[config.mk]
export PLATFORM = sky130hd
export DESIGN_NAME = sample_mean_stddev_min_max
export DESIGN_NICKNAME = d
export VERILOG_FILES = /design/src/rtl/smsmm_pkg.sv /design/src/rtl/sample_mean_stddev_min_max.sv /design/src/rtl/smsmm_div.sv /design/src/rtl/smsmm_sqrt.sv /design/src/rtl/smsmm_dp.sv /design/src/rtl/smsmm_ctrl.sv
export SDC_FILE = /design/constraint.sdc
export NUM_CORES = 2
export LEC_CHECK = 0
export BUFFER_PORTS_ARGS = -buffer_cell sky130_fd_sc_hd__clkbuf_2
export CAP_MARGIN = 15
export CORE_ASPECT_RATIO = 1.2
export CORE_MARGIN = 4
export CORE_UTILIZATION = 57
export DETAILED_ROUTE_END_ITERATION = 8
export PLACE_DENSITY = 0.73
export SYNTH_ARGS = -nofsm -noshare
export SYNTH_HDL_FRONTEND = slang
export SYNTH_SLANG_ARGS = --single-unit
[constraint.sdc]
create_clock -name clk_i -period 9.85 [get_ports clk_i]
set_clock_uncertainty 0.2 [all_clocks]
set_input_delay 0.4925 -clock clk_i [delete_from_list [all_inputs] [get_ports clk_i]]
set_output_delay 0.4925 -clock clk_i [all_outputs]
set_load 0.01 [all_outputs]
[src/rtl/smsmm_pkg.sv]
// Shared constants, state encoding and controller/datapath interface types.
package smsmm_pkg;

  localparam int unsigned MAX_SAMPLES = 4096;

  localparam int unsigned SMP_W      = 24;
  localparam int unsigned CNT_W      = $clog2(MAX_SAMPLES + 1);
  localparam int unsigned SUM_W      = 36;
  localparam int unsigned SQ_W       = 60;
  localparam int unsigned PROD_W     = 2 * SMP_W;
  localparam int unsigned STD_W      = 23;
  localparam int unsigned ROOT_W     = SQ_W / 2;
  localparam int unsigned DIV_CNT_W  = $clog2(SQ_W);
  localparam int unsigned ROOT_CNT_W = $clog2(ROOT_W);

  localparam logic [STD_W-1:0] STD_MAX = '1;

  typedef enum logic [8:0] {
    ST_IDLE      = 9'b000000001,
    ST_DRAIN     = 9'b000000010,
    ST_SUM_GO    = 9'b000000100,
    ST_SUM_WAIT  = 9'b000001000,
    ST_SQ_GO     = 9'b000010000,
    ST_SQ_WAIT   = 9'b000100000,
    ST_ROOT_GO   = 9'b001000000,
    ST_ROOT_WAIT = 9'b010000000,
    ST_EMIT      = 9'b100000000
  } state_e;

  typedef struct packed {
    logic accept;      // input transaction taken this cycle
    logic div_start;
    logic div_sel_sq;  // 0: divide |sum|, 1: divide sum of squares
    logic mean_load;
    logic root_start;
    logic emit;        // publish result and clear accumulators
  } ctrl_cmd_t;

  typedef struct packed {
    logic div_done;
    logic root_done;
  } ctrl_sts_t;

endpackage

[src/rtl/sample_mean_stddev_min_max.sv]
// Running mean, population std deviation, min, max and count over Q16.8 samples.
// Throughput: one sample per cycle while busy is low; the two-stage square/accumulate
// pipe sets that. A sample marked last raises busy; done_o pulses once two 60-step
// restoring divides and a 30-step square root are through, and busy drops then.
// The receiver cannot stall: results are valid from the done_o cycle until the next one.
// Reset (rst_ni low, asynchronous) clears all accumulators and returns to idle.
module sample_mean_stddev_min_max import smsmm_pkg::*; (
  input  logic                    clk_i,
  input  logic                    rst_ni,
  input  logic                    start,
  output logic                    busy,
  input  logic signed [SMP_W-1:0] sample_i,
  input  logic                    last_sample_i,
  output logic                    done_o,
  output logic signed [SMP_W-1:0] mean_value_o,
  output logic        [STD_W-1:0] std_dev_o,
  output logic signed [SMP_W-1:0] min_value_o,
  output logic signed [SMP_W-1:0] max_value_o,
  output logic        [CNT_W-1:0] sample_count_o
);

  ctrl_cmd_t cmd;
  ctrl_sts_t sts;

  smsmm_ctrl u_ctrl (
    .clk_i         (clk_i),
    .rst_ni        (rst_ni),
    .start_i       (start),
    .last_sample_i (last_sample_i),
    .sts_i         (sts),
    .cmd_o         (cmd),
    .busy_o        (busy)
  );

  smsmm_dp u_dp (
    .clk_i          (clk_i),
    .rst_ni         (rst_ni),
    .cmd_i          (cmd),
    .sts_o          (sts),
    .sample_i       (sample_i),
    .done_o         (done_o),
    .mean_value_o   (mean_value_o),
    .std_dev_o      (std_dev_o),
    .min_value_o    (min_value_o),
    .max_value_o    (max_value_o),
    .sample_count_o (sample_count_o)
  );

endmodule

[src/rtl/smsmm_div.sv]
// Restoring unsigned divider, one quotient bit per cycle.
module smsmm_div import smsmm_pkg::*; (
  input  logic             clk_i,
  input  logic             rst_ni,
  input  logic             start_i,
  input  logic [SQ_W-1:0]  dividend_i,
  input  logic [CNT_W-1:0] divisor_i,
  output logic [SQ_W-1:0]  quot_o,
  output logic             done_o
);

  logic                 run_q;
  logic                 done_q;
  logic [DIV_CNT_W-1:0] cnt_q;
  logic [CNT_W-1:0]     rem_q;
  logic [SQ_W-1:0]      quo_q;

  logic [CNT_W:0]   trial;
  logic [CNT_W:0]   trial_diff;
  logic             fits;
  logic [CNT_W-1:0] rem_d;

  assign trial      = {rem_q, quo_q[SQ_W-1]};
  assign fits       = (trial >= {1'b0, divisor_i});
  assign trial_diff = trial - {1'b0, divisor_i};
  // remainder stays below the divisor, so the top bit drops out
  assign rem_d      = fits ? trial_diff[CNT_W-1:0] : trial[CNT_W-1:0];

  always_ff @(posedge clk_i or negedge rst_ni) begin
    if (!rst_ni) begin
      run_q  <= 1'b0;
      done_q <= 1'b0;
      cnt_q  <= '0;
    end else begin
      done_q <= 1'b0;
      if (start_i) begin
        run_q <= 1'b1;
        cnt_q <= '0;
      end else if (run_q) begin
        if (cnt_q == DIV_CNT_W'(SQ_W - 1)) begin
          run_q  <= 1'b0;
          done_q <= 1'b1;
        end else begin
          cnt_q <= cnt_q + 1'b1;
        end
      end
    end
  end

  always_ff @(posedge clk_i) begin
    if (start_i) begin
      rem_q <= '0;
      quo_q <= dividend_i;
    end else if (run_q) begin
      rem_q <= rem_d;
      quo_q <= {quo_q[SQ_W-2:0], fits};
    end
  end

  assign quot_o = quo_q;
  assign done_o = done_q;

endmodule

[src/rtl/smsmm_sqrt.sv]
// Restoring integer square root, one root bit (two radicand bits) per cycle.
module smsmm_sqrt import smsmm_pkg::*; (
  input  logic              clk_i,
  input  logic              rst_ni,
  input  logic              start_i,
  input  logic [SQ_W-1:0]   radicand_i,
  output logic [ROOT_W-1:0] root_o,
  output logic              done_o
);

  logic                  run_q;
  logic                  done_q;
  logic [ROOT_CNT_W-1:0] cnt_q;
  logic [SQ_W-1:0]       x_q;
  logic [ROOT_W:0]       rem_q;
  logic [ROOT_W-1:0]     root_q;

  logic [ROOT_W+2:0] rem_sh;
  logic [ROOT_W+2:0] trial;
  logic [ROOT_W+2:0] rem_diff;
  logic              fits;
  logic [ROOT_W:0]   rem_d;

  assign rem_sh   = {rem_q, x_q[SQ_W-1 -: 2]};
  assign trial    = {1'b0, root_q, 2'b01};
  assign fits     = (rem_sh >= trial);
  assign rem_diff = rem_sh - trial;
  // remainder never exceeds twice the partial root
  assign rem_d    = fits ? rem_diff[ROOT_W:0] : rem_sh[ROOT_W:0];

  always_ff @(posedge clk_i or negedge rst_ni) begin
    if (!rst_ni) begin
      run_q  <= 1'b0;
      done_q <= 1'b0;
      cnt_q  <= '0;
    end else begin
      done_q <= 1'b0;
      if (start_i) begin
        run_q <= 1'b1;
        cnt_q <= '0;
      end else if (run_q) begin
        if (cnt_q == ROOT_CNT_W'(ROOT_W - 1)) begin
          run_q  <= 1'b0;
          done_q <= 1'b1;
        end else begin
          cnt_q <= cnt_q + 1'b1;
        end
      end
    end
  end

  always_ff @(posedge clk_i) begin
    if (start_i) begin
      x_q    <= radicand_i;
      rem_q  <= '0;
      root_q <= '0;
    end else if (run_q) begin
      x_q    <= {x_q[SQ_W-3:0], 2'b00};
      rem_q  <= rem_d;
      root_q <= {root_q[ROOT_W-2:0], fits};
    end
  end

  assign root_o = root_q;
  assign done_o = done_q;

endmodule

[src/rtl/smsmm_dp.sv]
// Datapath: square stage, accumulators, mean/variance arithmetic, result registers.
module smsmm_dp import smsmm_pkg::*; (
  input  logic                    clk_i,
  input  logic                    rst_ni,
  input  ctrl_cmd_t               cmd_i,
  output ctrl_sts_t               sts_o,
  input  logic signed [SMP_W-1:0] sample_i,
  output logic                    done_o,
  output logic signed [SMP_W-1:0] mean_value_o,
  output logic        [STD_W-1:0] std_dev_o,
  output logic signed [SMP_W-1:0] min_value_o,
  output logic signed [SMP_W-1:0] max_value_o,
  output logic        [CNT_W-1:0] sample_count_o
);

  // square stage
  logic                    st_vld_q;
  logic signed [SMP_W-1:0] st_s_q;
  logic        [PROD_W-1:0] st_sq_q;
  logic signed [PROD_W-1:0] smp_prod;

  // accumulators
  logic signed [SUM_W-1:0] sum_q;
  logic        [SQ_W-1:0]  sq_q;
  logic signed [SMP_W-1:0] min_q;
  logic signed [SMP_W-1:0] max_q;
  logic        [CNT_W-1:0] cnt_q;

  // result arithmetic
  logic                     sum_neg;
  logic        [SUM_W-1:0]  sum_mag;
  logic        [SQ_W-1:0]   div_dividend;
  logic        [SQ_W-1:0]   div_quot;
  logic        [SMP_W-1:0]  mean_mag;
  logic signed [SMP_W-1:0]  mean_q;
  logic signed [PROD_W-1:0] mean_prod;
  logic        [PROD_W-1:0] mean_sq_q;
  logic        [SQ_W:0]     var_diff;
  logic        [SQ_W-1:0]   var_op;
  logic        [ROOT_W-1:0] root;

  logic                    done_q;
  logic signed [SMP_W-1:0] mean_out_q;
  logic        [STD_W-1:0] std_out_q;
  logic signed [SMP_W-1:0] min_out_q;
  logic signed [SMP_W-1:0] max_out_q;
  logic        [CNT_W-1:0] cnt_out_q;

  assign smp_prod = sample_i * sample_i;

  always_ff @(posedge clk_i or negedge rst_ni) begin
    if (!rst_ni) begin
      st_vld_q <= 1'b0;
    end else begin
      st_vld_q <= cmd_i.accept;
    end
  end

  always_ff @(posedge clk_i) begin
    if (cmd_i.accept) begin
      st_s_q  <= sample_i;
      st_sq_q <= smp_prod;
    end
  end

  always_ff @(posedge clk_i or negedge rst_ni) begin
    if (!rst_ni) begin
      sum_q <= '0;
      sq_q  <= '0;
      min_q <= '0;
      max_q <= '0;
      cnt_q <= '0;
    end else if (cmd_i.emit) begin
      sum_q <= '0;
      sq_q  <= '0;
      min_q <= '0;
      max_q <= '0;
      cnt_q <= '0;
    end else if (st_vld_q && (cnt_q != CNT_W'(MAX_SAMPLES))) begin
      // once the count is saturated further samples are dropped entirely
      sum_q <= sum_q + SUM_W'(st_s_q);
      sq_q  <= sq_q + SQ_W'(st_sq_q);
      cnt_q <= cnt_q + 1'b1;
      if (cnt_q == '0) begin
        min_q <= st_s_q;
        max_q <= st_s_q;
      end else begin
        if (st_s_q < min_q) min_q <= st_s_q;
        if (st_s_q > max_q) max_q <= st_s_q;
      end
    end
  end

  // mean truncates toward zero: divide the magnitude, restore the sign
  assign sum_neg      = sum_q[SUM_W-1];
  assign sum_mag      = sum_neg ? SUM_W'(-sum_q) : SUM_W'(sum_q);
  assign div_dividend = cmd_i.div_sel_sq ? sq_q : SQ_W'(sum_mag);

  smsmm_div u_div (
    .clk_i      (clk_i),
    .rst_ni     (rst_ni),
    .start_i    (cmd_i.div_start),
    .dividend_i (div_dividend),
    .divisor_i  (cnt_q),
    .quot_o     (div_quot),
    .done_o     (sts_o.div_done)
  );

  assign mean_mag  = div_quot[SMP_W-1:0];
  assign mean_prod = mean_q * mean_q;

  always_ff @(posedge clk_i) begin
    if (cmd_i.mean_load) begin
      mean_q <= sum_neg ? SMP_W'(-mean_mag) : mean_mag;
    end
    mean_sq_q <= PROD_W'(mean_prod);
  end

  // quotient now holds floor(sum_sq / n); negative variance clamps to zero
  assign var_diff = (SQ_W + 1)'(div_quot) - (SQ_W + 1)'(mean_sq_q);
  assign var_op   = var_diff[SQ_W] ? '0 : var_diff[SQ_W-1:0];

  smsmm_sqrt u_sqrt (
    .clk_i      (clk_i),
    .rst_ni     (rst_ni),
    .start_i    (cmd_i.root_start),
    .radicand_i (var_op),
    .root_o     (root),
    .done_o     (sts_o.root_done)
  );

  always_ff @(posedge clk_i or negedge rst_ni) begin
    if (!rst_ni) begin
      done_q <= 1'b0;
    end else begin
      done_q <= cmd_i.emit;
    end
  end

  always_ff @(posedge clk_i) begin
    if (cmd_i.emit) begin
      mean_out_q <= mean_q;
      std_out_q  <= (root > ROOT_W'(STD_MAX)) ? STD_MAX : root[STD_W-1:0];
      min_out_q  <= min_q;
      max_out_q  <= max_q;
      cnt_out_q  <= cnt_q;
    end
  end

  assign done_o         = done_q;
  assign mean_value_o   = mean_out_q;
  assign std_dev_o      = std_out_q;
  assign min_value_o    = min_out_q;
  assign max_value_o    = max_out_q;
  assign sample_count_o = cnt_out_q;

endmodule

[src/rtl/smsmm_ctrl.sv]
// Controller: accepts samples and sequences the end-of-run divides and square root.
module smsmm_ctrl import smsmm_pkg::*; (
  input  logic      clk_i,
  input  logic      rst_ni,
  input  logic      start_i,
  input  logic      last_sample_i,
  input  ctrl_sts_t sts_i,
  output ctrl_cmd_t cmd_o,
  output logic      busy_o
);

  state_e state_q, state_d;
  logic   busy;
  logic   accept;

  assign busy   = (state_q != ST_IDLE);
  assign accept = start_i && !busy;

  always_comb begin
    state_d = state_q;
    cmd_o   = '0;
    cmd_o.accept = accept;
    unique case (state_q)
      ST_IDLE: begin
        if (accept && last_sample_i) state_d = ST_DRAIN;
      end
      ST_DRAIN: begin
        // final sample lands in the accumulators this cycle
        state_d = ST_SUM_GO;
      end
      ST_SUM_GO: begin
        cmd_o.div_start = 1'b1;
        state_d = ST_SUM_WAIT;
      end
      ST_SUM_WAIT: begin
        if (sts_i.div_done) begin
          cmd_o.mean_load = 1'b1;
          state_d = ST_SQ_GO;
        end
      end
      ST_SQ_GO: begin
        cmd_o.div_start  = 1'b1;
        cmd_o.div_sel_sq = 1'b1;
        state_d = ST_SQ_WAIT;
      end
      ST_SQ_WAIT: begin
        cmd_o.div_sel_sq = 1'b1;
        if (sts_i.div_done) state_d = ST_ROOT_GO;
      end
      ST_ROOT_GO: begin
        cmd_o.root_start = 1'b1;
        state_d = ST_ROOT_WAIT;
      end
      ST_ROOT_WAIT: begin
        if (sts_i.root_done) state_d = ST_EMIT;
      end
      ST_EMIT: begin
        cmd_o.emit = 1'b1;
        state_d = ST_IDLE;
      end
      default: begin
        state_d = ST_IDLE;
      end
    endcase
  end

  always_ff @(posedge clk_i or negedge rst_ni) begin
    if (!rst_ni) begin
      state_q <= ST_IDLE;
    end else begin
      state_q <= state_d;
    end
  end

  assign busy_o = busy;

endmodule
==> results.md <==
- Max Freq: 119 MHz
- CP max FO: 13
- Synthesis warning total: 0
- Synth Cell Area: 72600 sq um
- Kind of critical path: reg2reg
- I/O pin total: 138
- Seq/Total Area, Yosys: 23.0%
- # diodes: 0
- CP Capture Type: flop
- Nets@finish: 9238
- Non-filler cells, final: 9291
- Slew margin rel.: 22.1%
- Max Cap Violations: 0
- WL final: 177000 um
- Avg Inst Size Synth: 9.64 sq um
- First-pass GRT wire length: 289000 um
- Fin util: 61.2%
- Longest Clk Path Bufs: 3
- Clk root buf: clkbuf_16
- Top sig layer: met4
- Via count: 51950
- Met2 wire len: 90500 um
- Total CTS buffers: 74
- Wire per inst: 19.0 um
- CP arrival: 8.78 ns
- TNS Setup: 0 ns
- Largest net degree at the start of global routing: 97
- Initial drt markers: 3302
- Worst-path clk slew: 0.06 ns
- Post-synth cell types: 85
- H-tree levels: 3
- CTS tree: yes
- Vias in the first global route: 55657
- Flop-to-flop setup slack: 1.43 ns
- Final worst path period need: 8.42 ns
- ANT nets after route: 0
- Die width: 334 um
- Detailed Place HPWL: 140000 um
- Commonest non-fill, non-tap cells in the layout: inv_1 (1577), fa_1 (1121), nand2_1 (733)
- Post-Syn Nets: 9205
- Placed cells: 9153
- DR WL met3: 8060 um
- CP required: 10.21 ns
- Final period util: 85.5%
- # hold bufs at CTS: 1
- Ys async rst share: 29.2%
- Tot GR Track Use: 27.1%
- DRT Pass-1 Iters: 5
- Yosys reg bits: 626
- CTS resizes: 0
- Die area: 133000 sq um
- IO buf count: 137
- Most common cell after layout, fill and taps aside: inv_1
- Die height: 399 um
- Final Max Slew Viols: 0
- Post-synth EDFFs: 322
- Met1 wire length: 70000 um
- Worst skew pair latency: 0.63 ns
- Core box area: 127000 sq um
- Synth Flop Type: edfxtp_1
- HP Class: in2reg
- DR vias/cell: 5.59
- Antenna violations before repair: 0
- Residual DRC: 0
- RePlAce Congestion: 0.954
- Initial Utilization: 57.3%
- Layout area overhead: 6.80%
- Cell count after synthesis: 7530
- Final Setup Violations: 0
- Worst Tran Pin Value: 1.16 ns
- Status: finished, final reports clean
- GRT overflow: 0
- RSZ-0062 raised after global routing: no
- Share of cells above drive strength 1: 5.35%
- Postcts setup bufs: 0
- Setup crit start kind: flop
- Rows: 143
- Clk sinks: 626
- Fin. Hold Viols: 0
==> path summary, 6_finish.rpt <==
check / startpoint / end / cells past startpoint
worst max-delay path: u_dp.mean_q[9] / u_dp.mean_sq_q[37] / 26
worst min-delay path: last_sample_i / u_ctrl.state_q[0] / 3
worst max register to register: u_dp.mean_q[9] / u_dp.mean_sq_q[37] / 26
worst min register to register: u_dp.min_q[1] / u_dp.min_value_o[1] / 0
max in group asynchronous: rst_ni / u_dp.sq_q[44] / 3
min in group asynchronous: rst_ni / u_dp.u_sqrt.cnt_q[2] / 2
==> Yosys cell counts, types with 92 or more instances <==
cell | n | area share [%]
inv_1 | 1578 | 8.2
fa_1 | 1121 | 31
nand2_1 | 735 | 3.8
ha_1 | 526 | 9.1
a21oi_1 | 410 | 2.8
nor2_1 | 328 | 1.7
edfxtp_1 | 322 | 13
xnor2_1 | 240 | 2.9
clkbuf_1 | 229 | 1.2
and2_1 | 223 | 1.9
o21ai_0 | 196 | 1.4
dfrtp_1 | 182 | 6.3
a21o_1 | 148 | 1.5
xor2_1 | 126 | 1.5
dfxtp_1 | 121 | 3.3
o21ai_1 | 92 | 0.63
==> worst max-delay path: stages, from the launching register on <==
cell      delay (ns)
edfxtp_1        0.92
buf_4           0.36
nand2_1         0.09
fa_1            0.53
inv_1           0.07
fa_1            0.50
inv_1           0.06
fa_1            0.50
fa_1            0.54
inv_1           0.05
fa_1            0.49
fa_1            0.55
inv_1           0.06
fa_1            0.54
inv_1           0.04
ha_1            0.36
nand2_1         0.13
o21ai_1         0.08
o21ai_0         0.17
a21oi_1         0.08
a311oi_1        0.60
o31ai_1         0.25
a211oi_1        0.37
o21ai_1         0.17
a221o_1         0.33
a21oi_1         0.18
xnor2_1         0.13
==> flip-flops by register name (all words and copies together) (netlist names), 30 cells and up <==
| signal | count |
|---|---|
| u_dp.u_div.quot_o | 60 |
| u_dp.sum_q | 36 |
| u_dp.sq_q | 60 |
| u_dp.u_sqrt.root_o | 30 |
| u_dp.mean_sq_q | 47 |
| u_dp.u_sqrt.x_q | 60 |
| u_dp.st_sq_q | 47 |
| u_dp.u_sqrt.rem_q | 31 |
==> per-stage QoR <==
step | hold WS [ns] | worst slack (ns) | area [sq um]
6_report | 0.0423 | 1.43 | 77600
5_1_grt | 0.0168 | 1.01 | 77600
4_1_cts | 0.00108 | 1.52 | 77600
3_5_place_dp | 0.252 | 1.28 | 75100
3_3_place_gp | 0.237 | 1.22 | 75100
2_1_floorplan | -0.00309 | 2.26 | 72600
==> layout make-up <==
class,instances,area (sq um)
clock buffer,96,2090
inverter,1578,5930
tap,1667,2090
sequential,626,16700
multi-input combinational,5082,49200
fill,10619,49100
timing repair buffer,201,1180
clock inverter,41,404
==> kinds of logic (layout without fill, tap and decap cells) <==
group / Yosys count / in the layout / synth area share (%)
buf+inv: 1822 / 1916 / 9.42
simple gates: 1756 / 1756 / 11.4
fa+ha+maj: 1647 / 1647 / 40.0
compound gates: 1210 / 1210 / 10.4
flops: 626 / 626 / 23.0
xor+xnor: 366 / 366 / 4.41
mux: 103 / 103 / 1.50
==> per-layer routing <==
layer / up-vias / GRT usage, %
li1: 24052 / -
met1: 26081 / 33.5
met2: 1421 / 49.1
met3: 396 / 2.66
met4: 0 / 10.5
met5: - / 0
Power is not shown: default switching activity piles up to over one toggle a cycle in this logic, so the estimate is an artifact.
